`src/rtl/tcw_pkg.sv`:
```
// Shared types, constants and helpers for the text console writer.
// Used by tcw_ctrl, tcw_dpath and text_console_writer; depends on nothing.
package tcw_pkg;

    // Screen geometry.
    localparam int COLUMNS = 80;
    localparam int ROWS    = 25;
    localparam int CELLS   = ROWS * COLUMNS;
    localparam int CELL_AW = $clog2(CELLS);

    // Field widths.
    localparam int REQ_W  = 2;
    localparam int CHAR_W = 8;
    localparam int ROW_W  = 5;
    localparam int COL_W  = 7;
    localparam int CELL_W = 2 * CHAR_W;

    // Configuration port.
    localparam int APB_AW = 3;
    localparam int APB_DW = 32;

    // Character and attribute codes.
    localparam logic [CHAR_W-1:0] NEWLINE_CODE = 8'd10;
    localparam logic [CHAR_W-1:0] SPACE_CODE   = 8'd32;
    localparam logic [CHAR_W-1:0] RESET_COLOR  = 8'd7;

    // Request codes.
    localparam logic [REQ_W-1:0] REQ_PUT   = 2'd0;
    localparam logic [REQ_W-1:0] REQ_READ  = 2'd1;
    localparam logic [REQ_W-1:0] REQ_CLEAR = 2'd2;

    localparam logic [CELL_AW-1:0] LAST_ROW_BASE  = CELL_AW'(CELLS - COLUMNS);
    localparam logic [CELL_AW-1:0] LAST_CELL      = CELL_AW'(CELLS - 1);
    localparam logic [CELL_AW-1:0] LAST_COPY_CELL = CELL_AW'(CELLS - COLUMNS - 1);

    typedef struct packed {
        logic [REQ_W-1:0]  req_type;
        logic [CHAR_W-1:0] char_code;
        logic [ROW_W-1:0]  read_row;
        logic [COL_W-1:0]  read_col;
    } req_item_t;

    typedef struct packed {
        logic [CHAR_W-1:0] cell_char;
        logic [CHAR_W-1:0] cell_color;
        logic [ROW_W-1:0]  cursor_row;
        logic [COL_W-1:0]  cursor_col;
    } rsp_item_t;

    // Controller to datapath commands.
    typedef struct packed {
        logic load_req;
        logic sweep_init;
        logic sweep_from_last_row;
        logic fill;
        logic fill_reset_color;
        logic copy_rd;
        logic read_cell;
        logic capture_cell;
        logic char_write;
        logic cur_home;
        logic cur_next_row;
        logic cur_col_zero;
        logic load_result;
    } tcw_cmd_t;

    // Datapath to controller status.
    typedef struct packed {
        logic [REQ_W-1:0] req_type;
        logic             is_newline;
        logic             col_at_width;
        logic             row_last;
        logic             sweep_last;
        logic             copy_last;
        logic             out_free;
        logic             copy_wr_pending;
    } tcw_status_t;

    function automatic logic [CELL_AW-1:0] cell_addr(input logic [ROW_W-1:0] row,
                                                     input logic [COL_W-1:0] col);
        logic [CELL_AW-1:0] base;
        base = CELL_AW'(row) * CELL_AW'(COLUMNS);
        return CELL_AW'(base + CELL_AW'(col));
    endfunction

endpackage

```
`src/rtl/tcw_ctrl.sv`:
```
// Sequencing state machine of the text console writer.
// Depends on tcw_pkg for the command and status structs and request codes.
module tcw_ctrl (
    input  logic                clk,
    input  logic                rst_n,
    input  logic                req_valid,
    output logic                req_stall,
    input  tcw_pkg::tcw_status_t status,
    output tcw_pkg::tcw_cmd_t    cmd
);

    typedef enum logic [3:0] {
        ST_RESET_FILL,
        ST_IDLE,
        ST_DISPATCH,
        ST_SCROLL_COPY,
        ST_SCROLL_DRAIN,
        ST_SCROLL_FILL,
        ST_WRITE_CHAR,
        ST_READ_WAIT,
        ST_CLEAR_FILL,
        ST_DONE
    } state_t;

    state_t state_reg;
    state_t state_next;

    always_ff @(posedge clk or negedge rst_n)
    begin
        if (!rst_n)
        begin
            state_reg <= ST_RESET_FILL;
        end
        else
        begin
            state_reg <= state_next;
        end
    end

    assign req_stall = (state_reg != ST_IDLE);

    always_comb
    begin
        state_next = state_reg;
        cmd        = '0;
        case (state_reg)
            ST_RESET_FILL:
            begin
                cmd.fill             = 1'b1;
                cmd.fill_reset_color = 1'b1;
                if (status.sweep_last)
                begin
                    state_next = ST_IDLE;
                end
            end
            ST_IDLE:
            begin
                if (req_valid)
                begin
                    cmd.load_req = 1'b1;
                    state_next   = ST_DISPATCH;
                end
            end
            ST_DISPATCH:
            begin
                case (status.req_type)
                    tcw_pkg::REQ_PUT:
                    begin
                        if (status.is_newline || status.col_at_width)
                        begin
                            if (status.row_last)
                            begin
                                cmd.sweep_init = 1'b1;
                                state_next     = ST_SCROLL_COPY;
                            end
                            else
                            begin
                                cmd.cur_next_row = 1'b1;
                                state_next = status.is_newline ? ST_DONE : ST_WRITE_CHAR;
                            end
                        end
                        else
                        begin
                            state_next = ST_WRITE_CHAR;
                        end
                    end
                    tcw_pkg::REQ_READ:
                    begin
                        cmd.read_cell = 1'b1;
                        state_next    = ST_READ_WAIT;
                    end
                    tcw_pkg::REQ_CLEAR:
                    begin
                        cmd.sweep_init = 1'b1;
                        state_next     = ST_CLEAR_FILL;
                    end
                    default:
                    begin
                        state_next = ST_DONE;
                    end
                endcase
            end
            ST_SCROLL_COPY:
            begin
                cmd.copy_rd = 1'b1;
                if (status.copy_last)
                begin
                    state_next = ST_SCROLL_DRAIN;
                end
            end
            ST_SCROLL_DRAIN:
            begin
                // last copied cell is written this cycle
                cmd.sweep_init          = 1'b1;
                cmd.sweep_from_last_row = 1'b1;
                state_next              = ST_SCROLL_FILL;
            end
            ST_SCROLL_FILL:
            begin
                cmd.fill = 1'b1;
                if (status.sweep_last)
                begin
                    cmd.cur_col_zero = 1'b1;
                    state_next = status.is_newline ? ST_DONE : ST_WRITE_CHAR;
                end
            end
            ST_WRITE_CHAR:
            begin
                cmd.char_write = 1'b1;
                state_next     = ST_DONE;
            end
            ST_READ_WAIT:
            begin
                cmd.capture_cell = 1'b1;
                state_next       = ST_DONE;
            end
            ST_CLEAR_FILL:
            begin
                cmd.fill = 1'b1;
                if (status.sweep_last)
                begin
                    cmd.cur_home = 1'b1;
                    state_next   = ST_DONE;
                end
            end
            ST_DONE:
            begin
                if (status.out_free)
                begin
                    cmd.load_result = 1'b1;
                    state_next      = ST_IDLE;
                end
            end
            default:
            begin
                state_next = ST_IDLE;
            end
        endcase
    end

endmodule

```
`config.mk`:
```
export PLATFORM = sky130hd
export DESIGN_NAME = tcw_ctrl
export DESIGN_NICKNAME = d
export VERILOG_FILES = /design/src/rtl/tcw_pkg.sv /design/src/rtl/tcw_ctrl.sv
export SDC_FILE = /design/constraint.sdc
export NUM_CORES = 1
export LEC_CHECK = 0
export BUFFER_PORTS_ARGS = -buffer_cell sky130_fd_sc_hd__buf_2
export CAP_MARGIN = 10
export CORE_MARGIN = 3
export CORE_UTILIZATION = 40
export CTS_CLUSTER_DIAMETER = 100
export DETAILED_ROUTE_END_ITERATION = 6
export GPL_TIMING_DRIVEN = 1
export PLACE_DENSITY_LB_ADDON = 0.15
export SYNTH_ARGS = -nofsm -noshare
export SYNTH_HDL_FRONTEND = slang
export SYNTH_SLANG_ARGS = --single-unit
```
`constraint.sdc`:
```
create_clock -name clk -period 2.7 [get_ports clk]
set_clock_uncertainty 0.1 [all_clocks]
set_input_delay 0 -clock clk [delete_from_list [all_inputs] [get_ports clk]]
set_output_delay 0 -clock clk [all_outputs]
set_load 0.01 [all_outputs]
```
# == After elaboration in Yosys (flattened, before gate mapping) ==
# Index checks and enable logic that the tools add are counted.
# op_classes
muxes,34
reduce_logical,6
eq_ne,18
# ops
operator,count
4-bit two-way mux,9
4-bit case mux with 9 select lines,1
1-bit two-way mux,21
4-bit by 3-bit equality test with 1-bit output (second input constant),4
2-bit != test (second input constant),6
4-bit case mux with 3 select lines,1
4-bit by 2-bit equality test with 1-bit output (second input constant),2
4-bit equality test (second input constant),2
6-bit AND reduction,1
4-bit by 1-bit equality test with 1-bit output (second input constant),1
4-bit logical NOT,1
4-bit by 1-bit != test with 1-bit output (second input constant),1
1-bit case mux with 2 select lines,2
3-bit OR reduction,1
2-bit by 1-bit equality test with 1-bit output (second input constant),1
2-bit equality test (second input constant),1
2-bit logical NOT,1
2-bit OR reduction,1
1-bit logical OR,1
# totals
output_inout_bits,14
reg_bits,4

# == Logic depth before layout (Yosys ltp) ==
# depth
word_depth,5
ltp_mapped,5

# == Worst setup path before layout ==
# Ideal clock, no wire load.
# synth_timing
path_kind,register to register
from,register state_reg[0]
to,register state_reg[0]
slack_ns,1.222
path_buffers,0
required_ns,2.479
arrival_time_ns,1.257
setup_ns,0.121
stages_incl_launch_ff,5
cell_sequence,dfrtp_1 > or2_0 > a21boi_1 > o31a_4 > o22a_1
# synth_via
elab_chain_cells,3
# synth_lines
item,line_no,text
"start, declared",tcw_ctrl.sv:25,state_t state_reg;
"start signal, assigned",tcw_ctrl.sv:36,state_reg <= state_next;
"4-bit by 3-bit equality test with 1-bit output, or another cell as far along",tcw_ctrl.sv:46,case (state_reg)
2-bit OR reduction (no line) or 2-bit != test (tied branches),n/a,
4-bit case mux with 9 select lines or 6-bit AND reduction (tied branches),n/a,
# Parallel ways exist; a longest one is shown, timed or not.
# A chain may end at the register's enable or synchronous reset.

==> flow_summary_export.csv <==
group,metric,value,unit
outcome,status,"completed",
detailed_routing,vias,633,
clock_network,numCtsBuffers,3,
sta,worstMarginPinSlew,0.505,ns
synthesis,ys.flop_type,"dfrtp_1",
sta,clock.fmax,0.517,GHz
critical_path,worstPathRequired,2.60,ns
sta,maxSlewViolCount,0,
critical_path,criticalPathCategory,"flip-flop to primary output",
finish,area_delta_synth_final,26.0,%
critical_path,crit_end,"cmd[2]",
die,io-pin-count,26,
global_routing,grt_max_degree,18,
critical_path,end_kind,"primary output",
clock_network,cts_root_buf,"clkbuf_4",
critical_path,crit_path_start_kind,"flip-flop",
critical_path,r2r_slack,0.94,ns
power_and_ir_drop,power_frac_comb,64.0,%
sta,hold_viol,0,
power_and_ir_drop,leakagePower,0.000366,uW
synthesis,yosysTopAreaCell,"dfrtp_1",
sta,holdWs,0.0525,ns
critical_path,crit_path_max_fanout,17,
finish,stdcell_count,114,
die,initial_core_util,46.3,%
sta,max_slew_margin,66.3,%
power_and_ir_drop,clockPowerShare,10.5,%
clock_network,clk_pin_slew_worst_paths,0.04,ns
global_routing,grt_pass1_wl,2.36,mm
synthesis,synth_fa_ha_area_share,0,%
sta,setup_violations,0,
synthesis,synth_top_family_by_area,"simple AND/OR/NAND/NOR gates",
critical_path,r2r_end,"state_reg[0]$_DFFE_PN0P_",
clock_network,clk_latency,0.24,ns
power_and_ir_drop,p_per_area,1010,nW/um^2
finish,nets,114,
die,rows,12,
placed_design,dp_hpwl,1.09,mm
detailed_routing,wire_per_inst,13.0,um
synthesis,synthXorXnorAreaFrac,0,%
critical_path,r2r_start,"state_reg[0]$_DFFE_PN0P_",
global_routing,grt_pass1_vias,558,
synthesis,syn-cell-area,563,um^2
synthesis,synth.distinct_cells,39,
min_path,worstHoldPathType,"input port to flip-flop",
synthesis,synthMuxAreaShare,3.56,%
clock_network,cts_resized,0,
clock_network,cts_tree,"yes",
finish,antenna_cells,0,
sta,setup_tns,0,ns
clock_network,cts_buffer_depth,2,
global_routing,gr-usage-all-layers,16.5,%
detailed_routing,ant_nets,0,
synthesis,syn_nets,88,
synthesis,yosys.area.top_type_share,17.8,%
detailed_routing,totalWireLength,1.48,mm
global_routing,grt_antenna_before_repair,0,
clock_network,clock-sinks,4,
placed_design,gp_congestion,0.816,
critical_path,critPathLaunch,"state_reg[0]$_DFFE_PN0P_",
synthesis,synth-compound-area-share,26.9,%
sta,min_period,1.94,ns
flow_run,maxCapViolCount,0,
die,fp.dieW,43.5,um
finish,layout-drive-gt1-share,35.0,%
synthesis,synth_area_leaders,"dfrtp_1, nor2_1, a21oi_1, inv_1, mux2i_1",
power_and_ir_drop,p_int,375,uW
sta,rsz0062_at_grt,"false",
critical_path,rr_worst_depth,4,
synthesis,synth-simple-area-share,41.8,%
detailed_routing,dr.pass1.iters,4,
sta,fin_crit_sh,71.7,%
placed_design,io_buffers,24,
power_and_ir_drop,p_sw_share,47.8,%
power_and_ir_drop,p_switching,344,uW
synthesis,yosysWarningCount,0,
detailed_routing,vias_per_cell,5.55,
placed_design,placedCellCount,109,
synthesis,synth-async-reset-ratio,100,%
detailed_routing,dr.first_iter.drc_count,7,
die,die-height,43.5,um
finish,largest_register_ffs,4,
power_and_ir_drop,power_frac_seq,25.4,%
critical_path,critPathArrivalTime,1.84,ns
die,die-area,1890,um^2
synthesis,avgSynthCellArea,7.41,um^2
synthesis,synth_seq_area_share,17.8,%
synthesis,synth-seq-cells,4,
power_and_ir_drop,peakVddDrop,0.482,mV
synthesis,syn_inst,76,
die,coreArea,1220,um^2
detailed_routing,drc_errors,0,
global_routing,grt-ovfl-total,0,
synthesis,synth_enable_flop_cells,0,
clock_network,cts_max_level,1,
timing repair:
action,CTS,global route
hold buffers,2,0
endpoints found under the hold margin,4,0
setup buffers,0,0
cells in the mapped netlist (2+ instances only):
cell type / count
mux2i_1: 2
nand3b_1: 2
inv_1: 6
nand2_1: 5
nor2b_1: 3
buf_2: 2
and3_1: 3
a21oi_1: 5
nor4_1: 2
o21ai_0: 3
dfrtp_1: 4
a31o_2: 2
nor3_1: 4
nor2_1: 8
routing by layer:
layer | global-route usage [%] | share of wire (%) | up-vias
li1 | - | - | 329
met1 | 21.0 | 46 | 284
met2 | 26.5 | 49 | 18
met3 | 1.24 | 4.3 | 2
met4 | 10.8 | 0.95 | 0
met5 | 0 | 0 | -
metrics by stage:
stage / worst slack [ns] / util (%) / instance area [um^2] / total power (uW)
floorplan: 1.22 / - / 563 / 532
global placement: 0.963 / 54.8 / 667 / 635
detailed placement: 0.945 / 54.8 / 667 / 643
CTS: 0.755 / 58.3 / 709 / 725
global route: 0.665 / 58.3 / 709 / 785
finish: 0.764 / 58.3 / 709 / 719
worst min path at each step:
stage,startpoint,endpoint,slack [ns],cells after the start
detailed placement,rst_n,state_reg[2]$_DFFE_PN0P_,-0.29,1
global route,status[3],state_reg[3]$_DFFE_PN0P_,0.07,3
global placement,rst_n,state_reg[0]$_DFFE_PN0P_,-0.29,1
floorplan,rst_n,state_reg[0]$_DFFE_PN0P_,-0.40,0
CTS,status[3],state_reg[3]$_DFFE_PN0P_,0.05,3
finish,status[3],state_reg[3]$_DFFE_PN0P_,0.05,3
cell families (layout without fill, tap and decap cells):
logic type | after synthesis | count (layout)
simple gates | 39 | 39
flops | 4 | 4
mux | 2 | 2
compound gates | 20 | 20
buf+inv | 11 | 35
area by class of cell:
class,count,area (um^2)
Sequential cell,4,100
Tap cell,14,17.5
Clock buffer,3,22.5
Inverter,6,22.5
Timing Repair Buffer,26,140
Fill cell,134,507
Multi-Input combinational cell,61,407
cell usage in the layout (no fill, tap or decap), types with 4 or more instances in the layout:
master,instances
buf_2,24
nor2_1,8
inv_1,6
nand2_1,5
a21oi_1,5
nor3_1,4
dfrtp_1,4
power by group through the flow:
stage	Combinational, uW	Clock (uW)	Sequential (uW)
after global placement	453	0	182
after global routing	506	87.6	191
final	460	75.6	183
after floorplan	417	0	115
after CTS	465	79.8	181
after detailed placement	462	0	182
critical path, stage by stage, from the launching register on:
cell and delay (ns):
dfrtp_1 0.55, nand2b_4 0.24, or4_4 0.46, nor4_1 0.17, buf_2 0.17
(Power assumes the default switching activity.)
